### config.mk
export PLATFORM = sky130hd
export DESIGN_NAME = sbd_ctrl
export DESIGN_NICKNAME = d
export VERILOG_FILES = /design/src/hdl/sbd_pkg.sv /design/src/hdl/sbd_ctrl.sv
export SDC_FILE = /design/constraint.sdc
export NUM_CORES = 1
export LEC_CHECK = 0
export BUFFER_PORTS_ARGS = -buffer_cell sky130_fd_sc_hd__buf_2
export CORE_MARGIN = 2
export CORE_UTILIZATION = 41
export CTS_CLUSTER_SIZE = 8
export DETAILED_ROUTE_END_ITERATION = 7
export GPL_TIMING_DRIVEN = 0
export PLACE_DENSITY = 0.82
export SETUP_SLACK_MARGIN = 0.5
export SLEW_MARGIN = 20
export SYNTH_ARGS = -nofsm -noshare
export SYNTH_HDL_FRONTEND = slang
export SYNTH_SLANG_ARGS = --single-unit
### constraint.sdc
create_clock -name aclk -period 1.4 [get_ports aclk]
set_input_delay 0.42 -clock aclk [delete_from_list [all_inputs] [get_ports aclk]]
set_output_delay 0.42 -clock aclk [all_outputs]
set_load 0.02 [all_outputs]
### src/hdl/sbd_pkg.sv
// Shared types and constants for the sound burst detector.
package sbd_pkg;

    localparam int MAX_BLOCK       = 256;
    localparam int CAL_BLOCKS      = 200;
    localparam int LEVEL_FRAC_BITS = 8;

    localparam int FILL_W   = 9;
    localparam int SIDX_W   = 8;
    localparam int LIDX_W   = 8;
    localparam int LEVEL_W  = 24;
    localparam int DIV_W    = 32;
    localparam int DSR_W    = 9;
    localparam int DCNT_W   = 5;

    // divide by five as a multiply by ceil(2^28 / 5); exact below 2^25
    localparam int FIVE_SHIFT = 28;
    localparam int PROD_W     = LEVEL_W + FIVE_SHIFT;

    localparam logic [LEVEL_W:0]  MARGIN     = 25'(10 << LEVEL_FRAC_BITS);
    localparam logic [FILL_W-1:0] CAL_LAST   = 9'(CAL_BLOCKS - 1);
    localparam logic [LIDX_W-1:0] TAKEN_LAST = 8'(CAL_BLOCKS - 1);
    localparam logic [PROD_W-1:0] FIVE_RECIP = PROD_W'(53687092);

    typedef enum logic [1:0] {
        REG_MODE      = 2'd0,
        REG_MIN_GAP   = 2'd1,
        REG_INIT_THR  = 2'd2,
        REG_NONE      = 2'd3
    } reg_index_t;

    typedef enum logic [1:0] {
        SCAN_NONE = 2'd0,
        SCAN_DEV  = 2'd1,
        SCAN_MAX  = 2'd2,
        SCAN_SUM  = 2'd3
    } scan_op_t;

    typedef enum logic [1:0] {
        DIV_MEAN  = 2'd0,
        DIV_LEVEL = 2'd1,
        DIV_AVG   = 2'd2
    } div_sel_t;

    typedef enum logic [2:0] {
        LAT_NONE  = 3'd0,
        LAT_MEAN  = 3'd1,
        LAT_LEVEL = 3'd2,
        LAT_AVG   = 3'd3,
        LAT_THR   = 3'd4
    } latch_t;

    typedef enum logic [4:0] {
        ST_LOAD,
        ST_MEAN_GO,
        ST_MEAN_WAIT,
        ST_DEV,
        ST_DEV_END,
        ST_LVL_GO,
        ST_LVL_WAIT,
        ST_DECIDE,
        ST_MAX,
        ST_MAX_END,
        ST_SUM,
        ST_SUM_END,
        ST_SUM_CHK,
        ST_AVG_GO,
        ST_AVG_WAIT,
        ST_FIVE_GO,
        ST_FIVE_WAIT,
        ST_FAIL,
        ST_OUT
    } state_t;

    typedef struct packed {
        logic     take;
        logic     acc_clr;
        scan_op_t scan_op;
        logic     div_start;
        div_sel_t div_sel;
        latch_t   latch;
        logic     decide;
        logic     fail;
        logic     out_load;
    } cmd_t;

    typedef struct packed {
        logic div_done;
        logic scan_end;
        logic mode;
        logic cal_full;
        logic cnt_zero;
        logic out_free;
    } status_t;

endpackage

### src/hdl/sbd_ctrl.sv
// Sequencing state machine for block load, level, detection and calibration.
module sbd_ctrl
    import sbd_pkg::*;
(
    input  logic    aclk,
    input  logic    aresetn,
    input  logic    s_tvalid,
    input  logic    s_tlast,
    output logic    s_tready,
    input  status_t status,
    output cmd_t    cmd
);

    state_t state_reg, state_next;

    always_comb begin
        state_next = state_reg;
        unique case (state_reg)
            ST_LOAD:      if (s_tvalid && s_tlast) state_next = ST_MEAN_GO;
            ST_MEAN_GO:   state_next = ST_MEAN_WAIT;
            ST_MEAN_WAIT: if (status.div_done) state_next = ST_DEV;
            ST_DEV:       if (status.scan_end) state_next = ST_DEV_END;
            ST_DEV_END:   state_next = ST_LVL_GO;
            ST_LVL_GO:    state_next = ST_LVL_WAIT;
            ST_LVL_WAIT:  if (status.div_done) state_next = ST_DECIDE;
            ST_DECIDE: begin
                if (status.mode && status.cal_full) state_next = ST_MAX;
                else state_next = ST_OUT;
            end
            ST_MAX:       if (status.scan_end) state_next = ST_MAX_END;
            ST_MAX_END:   state_next = ST_SUM;
            ST_SUM:       if (status.scan_end) state_next = ST_SUM_END;
            ST_SUM_END:   state_next = ST_SUM_CHK;
            ST_SUM_CHK:   state_next = status.cnt_zero ? ST_FAIL : ST_AVG_GO;
            ST_AVG_GO:    state_next = ST_AVG_WAIT;
            ST_AVG_WAIT:  if (status.div_done) state_next = ST_FIVE_GO;
            // ST_FIVE_GO registers the product, ST_FIVE_WAIT adds it to the mean
            ST_FIVE_GO:   state_next = ST_FIVE_WAIT;
            ST_FIVE_WAIT: state_next = ST_OUT;
            ST_FAIL:      state_next = ST_OUT;
            ST_OUT:       if (status.out_free) state_next = ST_LOAD;
            default:      state_next = ST_LOAD;
        endcase
    end

    always_comb begin
        cmd          = '0;
        cmd.scan_op  = SCAN_NONE;
        cmd.div_sel  = DIV_MEAN;
        cmd.latch    = LAT_NONE;
        s_tready     = 1'b0;
        unique case (state_reg)
            ST_LOAD: begin
                s_tready = 1'b1;
                cmd.take = s_tvalid;
            end
            ST_MEAN_GO: begin
                cmd.div_start = 1'b1;
                cmd.div_sel   = DIV_MEAN;
                cmd.acc_clr   = 1'b1;
            end
            ST_MEAN_WAIT: cmd.latch   = LAT_MEAN;
            ST_DEV:       cmd.scan_op = SCAN_DEV;
            ST_LVL_GO: begin
                cmd.div_start = 1'b1;
                cmd.div_sel   = DIV_LEVEL;
            end
            ST_LVL_WAIT:  cmd.latch   = LAT_LEVEL;
            ST_DECIDE: begin
                cmd.decide  = 1'b1;
                cmd.acc_clr = 1'b1;
            end
            ST_MAX:       cmd.scan_op = SCAN_MAX;
            ST_SUM:       cmd.scan_op = SCAN_SUM;
            ST_AVG_GO: begin
                cmd.div_start = 1'b1;
                cmd.div_sel   = DIV_AVG;
            end
            ST_AVG_WAIT:  cmd.latch    = LAT_AVG;
            ST_FIVE_WAIT: cmd.latch    = LAT_THR;
            ST_FAIL:      cmd.fail     = 1'b1;
            ST_OUT:       cmd.out_load = status.out_free;
            default: ;
        endcase
    end

    always_ff @(posedge aclk) begin
        if (!aresetn) begin
            state_reg <= ST_LOAD;
        end else begin
            state_reg <= state_next;
        end
    end

endmodule

==> results of run 1 <==
[cells by family after synthesis]
group / Yosys count
simple gates: 50
compound gates: 16
buf+inv: 8
flops: 5
[synthesized netlist by cell type, drive strengths merged, types with 3 or more instances]
cell type / n / share of area [%]
buf: 6 / 7.1
nor3: 6 / 5.2
dfxtp: 5 / 17
nor3b: 4 / 5.2
nor2: 9 / 5.8
nand2: 4 / 2.6
nand3b: 3 / 3.9
nand2b: 5 / 5.4
nor2b: 4 / 4.3
a21oi: 6 / 5.2
and2: 3 / 3.2
[through the flow]
stage	TNS [ns]	util, %	setup WS [ns]	std cells
2_1_floorplan	-0.463	-	-0.122	79
3_3_place_gp	-1.67	69.1	-0.217	117
3_5_place_dp	-1.95	69.1	-0.224	117
==> results.md, run 1 <==
Outcome:
- The run stopped with a tool error.
- The last flow stage reached is clock tree synthesis (4_1_cts).
- The first error in the log reads "[ERROR DPL-0033] detailed placement checks failed during check placement".

Clock tree:
- The H-tree level count is 1.
- The clock drives 5 sinks.
- In this run, CTS created clock tree buffers numbering 3.
- The longest clock path from root to sink contains 2 buffers.
- After clock tree synthesis, the repair step resized 45 gates.
- The buffer cell driving the clock tree root is sky130_fd_sc_hd__clkbuf_4.
- The number of setup buffers added after CTS is 24.
- The post-cts hold buffer count is 0.

Yosys:
- Summing the areas of all and, or, nand and nor instances in the mapped netlist gives 51.1% of the synthesized area.
- The flip-flop and latch count after synthesis is 5.
- The number of nets handed over by synthesis was 89.
- In this run the cell area of the synthesized design comes to 578 um2.
- The number of flops mapped to enable cells by yosys is 0.
- In the synthesized netlist the dominant register cell turns out to be sky130_fd_sc_hd__dfxtp_1.
- Sequential elements use 17.3% of the synthesized area.
- After synthesis, the share of flip-flops with an asynchronous set or reset is 0%.
- The mux cell area share after synthesis is 0%.
- The dominant combinational cell family by area after synthesis is simple AND/OR/NAND/NOR gates.
- Counting every instance in the synthesized netlist gives 79.
- The number of different library cells used by synthesis comes to 34.
- The warning count from the yosys run is 0.
- The synthesized netlist devotes 23.2% of its cell area to compound gates.
- The average instance area after synthesis is 7.32 um2.
- Summing the areas of all fa, ha and maj instances in the mapped netlist gives 0% of the synthesized area.
- Summing the areas of all xor and xnor instances in the mapped netlist gives 0% of the synthesized area.

Die:
- For this design the top-level I/O count stands at 24.
- The die is 41.6 um wide.
- The vertical die dimension is 41.6 um.
- Row generation in the floorplan step produced 13 rows.
- The initial standard-cell utilization of the core is 44.4%.

Placement:
- Summing all placed instances gives a cell area of 900 um2.
- During placement, the flow inserted port buffers numbering 23.
- The wire-length estimate of the detail-placed layout is 1420 um.
- The congestion estimate from routability-driven global placement came to 0.789.
==> run 2: changes to the inputs <==
Settings changed: CORE_AREA from default to 2 2 63 65, CORE_MARGIN 2 to default, CORE_UTILIZATION 41 to default, CTS_CLUSTER_SIZE 8 to default, DIE_AREA from default to 0 0 65 67, PLACE_DENSITY 0.82 to default, PLACE_DENSITY_LB_ADDON from default to 0.15, SETUP_SLACK_MARGIN 0.5 to default.
Clock period 1.4 ns to 1.8 ns, I/O delays scaled along.
==> results.md, run 2 <==
Power and ir drop:
- For this design the ratio of total power to cell area is 798 nW/um2.
- Summed over all cells, the static leakage comes to 0.000446 uW.
- VDD sags by at most 0.000320 V.
- The power consumption is 883 uW.

Yosys:
- Yosys instantiated no cell more often than sky130_fd_sc_hd__nor2_1.
- The proportion of netlist area held by the largest area contributor is 17.3% (unchanged).
- Counting instances in the post-synthesis netlist gives the leading cell types as sky130_fd_sc_hd__nor2_1 (9), sky130_fd_sc_hd__a21oi_1 (6), sky130_fd_sc_hd__nor3_1 (6).
- The XOR/XNOR share of the synthesized area was 0% (unchanged).
- The simple-gate share of the synthesized area was 51.1% (unchanged).
- The post-synthesis share of cell area spent on full adders, half adders and majority gates is 0% (unchanged).
- The flip-flop and latch count after synthesis came to 5 (unchanged).
- The fraction of registers with async set or reset after synthesis is 0% (unchanged).
- The proportion of synthesized chip area in sequential cells is 17.3% (unchanged).
- The number of nets in the synthesized netlist came to 89 (unchanged).
- The number of cells produced by synthesis came to 79 (unchanged).
- The average instance area after synthesis is 7.32 um2 (unchanged).
- The synthesized design spends more area on one cell type than any other, namely sky130_fd_sc_hd__dfxtp_1.
- The mux cell area share after synthesis is 0% (unchanged).
- The most instantiated flip-flop cell in the synthesis netlist is sky130_fd_sc_hd__dfxtp_1.
- The netlist area before placement was 578 um2 (unchanged).
- The count of different cell masters after synthesis was 34 (unchanged).
- The warning count from the yosys run is 0 (unchanged).
- The number of flops mapped to enable cells by yosys is 0 (unchanged).
- The dominant combinational cell family by area after synthesis is simple AND/OR/NAND/NOR gates.
- The compound-cell area share of the yosys netlist is 23.2% (unchanged).
- In the post-synthesis netlist, the biggest area contributors are sky130_fd_sc_hd__dfxtp_1 (17%), sky130_fd_sc_hd__nor2_1 (5.8%), sky130_fd_sc_hd__nand2b_1 (5.4%), sky130_fd_sc_hd__a21oi_1 (5.2%), sky130_fd_sc_hd__nor3_1 (5.2%).

Detailed routing:
- The total DRC errors in the routed layout is 0.
- The post-detailed-routing wire length is 2180 um.
- The via count normalized by instance count is 4.33.
- The number of detailed-route iterations in the first pass is 3.
- In the final routed layout, each cell accounts on average for 12.9 um.
- The via count is 731.
- The first routing iteration left 11 violations.
- The count of nets left with antenna violations once routing finished came out at 0.

Die:
- The number of top-level pins is 24 (unchanged).
- The vertical die dimension is 67 um (+61%).
- The number of rows created at floorplan came to 22 (+9).
- The initial standard-cell utilization of the core is 16.0% (-28 points).
- The die outline width came to 65 um (+56%).
- After floorplanning, the core was sized to cover 3610 um2.
- The die area is 4360 um2.

Clock tree:
- The H-tree level count is 1 (unchanged).
- The TritonCTS clock tree is yes.
- The clock sink count is 5 (unchanged).
- After clock tree synthesis, the clock-pin slew on the worst setup and hold paths is 0.03 ns.
- The maximum clock path buffer count is 2 (unchanged).
- The later pin in the worst-skew pair is clocked with a latency of 0.22 ns.
- The clock buffer count from CTS is 3 (unchanged).
- The buffer cell driving the clock tree root is sky130_fd_sc_hd__clkbuf_8.
- The post-cts hold buffer count is 0 (unchanged).

Timing:
- The final critical delay including setup and external delays is 1.89 ns.
- The number of setup violations in the final report is 7.
- The share of the clock period used by the worst path is 105%.
- Derived from the worst setup path, the maximum achievable clock frequency is 528 MHz.
- In the post-route analysis, the smallest setup slack over all paths is -0.0949 ns.
- The worst clock skew is 0.00375 ns.
- The worst pin sits at a relative slew slack of 73.1%.
- The final count of pins violating max slew is 0.
- The setup TNS is -0.306 ns.
- The final-report hold violation count came to 0.
- Setup repair after global routing could not meet its margin everywhere.
- The actual slew at the worst max-slew pin is 0.398 ns.

Worst setup path:
- The type of the worst setup path is flop to output pin.
- The top fanout value on the critical path is 6.
- The arrival time at the worst endpoint is 1.35 ns.
- The worst setup path is captured at an output pin.
- The required time of the critical path is 1.26 ns.
- The worst setup path is launched from a flop.

Placement:
- The HPWL after detailed placement was 1560 um (+9.9%).
- The count of input and output buffers is 23 (unchanged).
- The post-placement setup slack is -0.0577 ns (+0.166 ns).
- The final RePlAce weighted congestion is 0.766 (-2.9%).

Outcome:
- The flow ran to the end, but the final reports show violations.
- The final reports fail on setup timing.

Global route:
- The number of global-route vias before repair came to 757.
- Entering global routing, the biggest net connects 11 pins.
- The aggregate global-route resource usage is 10.7%.
- The number of antenna violations at the first check in global routing was 0.
- After global routing the overflow that remains totals 0.
- The global-route wire length before repair is 3510 um.

Run:
- Across the run, the number of max-cap violations was 0.

Cells and area:
- The number of flip-flops under the largest register name is 5.
- From synthesis to final layout, the design area changed by 91.3%.
- The final layout contains 132 nets.
- Measured on the finished design, the core utilization comes to 30.7%.
- Leaving out fill and tap cells, the most frequent cell in the layout is sky130_fd_sc_hd__buf_4.
- The share of final-layout standard cells stronger than drive strength 1 is 62.0%.
- In the layout the commonest cells are sky130_fd_sc_hd__buf_4 (23), sky130_fd_sc_hd__buf_2 (13), sky130_fd_sc_hd__nor2_1 (7).
- 0 antenna diodes ended up in the layout.

Worst hold path:
- The path type of the worst min-delay path is input port to flop.
==> run 2: cells by family after synthesis <==
kind of cell / Yosys count
buffers and inverters: 8
DFF: 5
and+or+nand+nor: 50
AOI/OAI and AO/OA: 16
==> run 2: report_power, final <==
group          internal (uW)  total (uW)  switching [uW]  leakage [uW]
registers                129         158            28.8     0.0000441
clock network            152         206            53.6     0.0000228
logic                    279         519             240      0.000379
total                    560         883             323      0.000446
==> run 2: final cells by class <==
type	instances	area [um2]
inverter	2	7.51
fill	386	2500
sequential	5	116
clock buffer	4	45.0
tap	48	60.1
multi-input combinational	66	542
buffer	5	63.8
timing repair buffer	39	272
==> run 2: what timing repair did <==
item | in CTS | in global routing
gates resized for setup | 37 | 21
setup buffers | 9 | 7
setup endpoints to repair | 14 | 12
pin swaps | 5 | 5
==> run 2: worst max-delay path, stage by stage, from the launching register on <==
cell and delay [ns]:
sky130_fd_sc_hd__dfxtp_2 0.32, sky130_fd_sc_hd__buf_6 0.13, sky130_fd_sc_hd__or3b_4 0.40, sky130_fd_sc_hd__nor3_2 0.12, sky130_fd_sc_hd__buf_4 0.16
==> run 2: worst paths after layout <==
path         slack [ns]  cells after the start           end         start
max               -0.09                      4        cmd[5]  state_reg[3]
min                0.64                      2  state_reg[3]       aresetn
max reg2reg        0.24                      5  state_reg[2]  state_reg[1]
min reg2reg        0.66                      2  state_reg[0]  state_reg[4]
==> run 2: through the flow <==
| stage | instance area (um2) | cells | hold slack (ns) |
|---|---|---|---|
| floorplan | 594 | 79 | 0.646 |
| global placement | 769 | 150 | 0.754 |
| detailed placement | 769 | 150 | 0.752 |
| CTS | 996 | 163 | 0.633 |
| global route | 1110 | 169 | 0.642 |
| finish | 1110 | 169 | 0.635 |
==> run 2: metal layers <==
metal	GRT usage, %	wire [um]	up-vias
li1	-	-	373
met1	12.2	932	337
met2	19.2	1100	17
met3	1.86	115	4
met4	5.32	31	0
met5	0	0	-
Note: power is estimated with default switching activity, not from simulation.
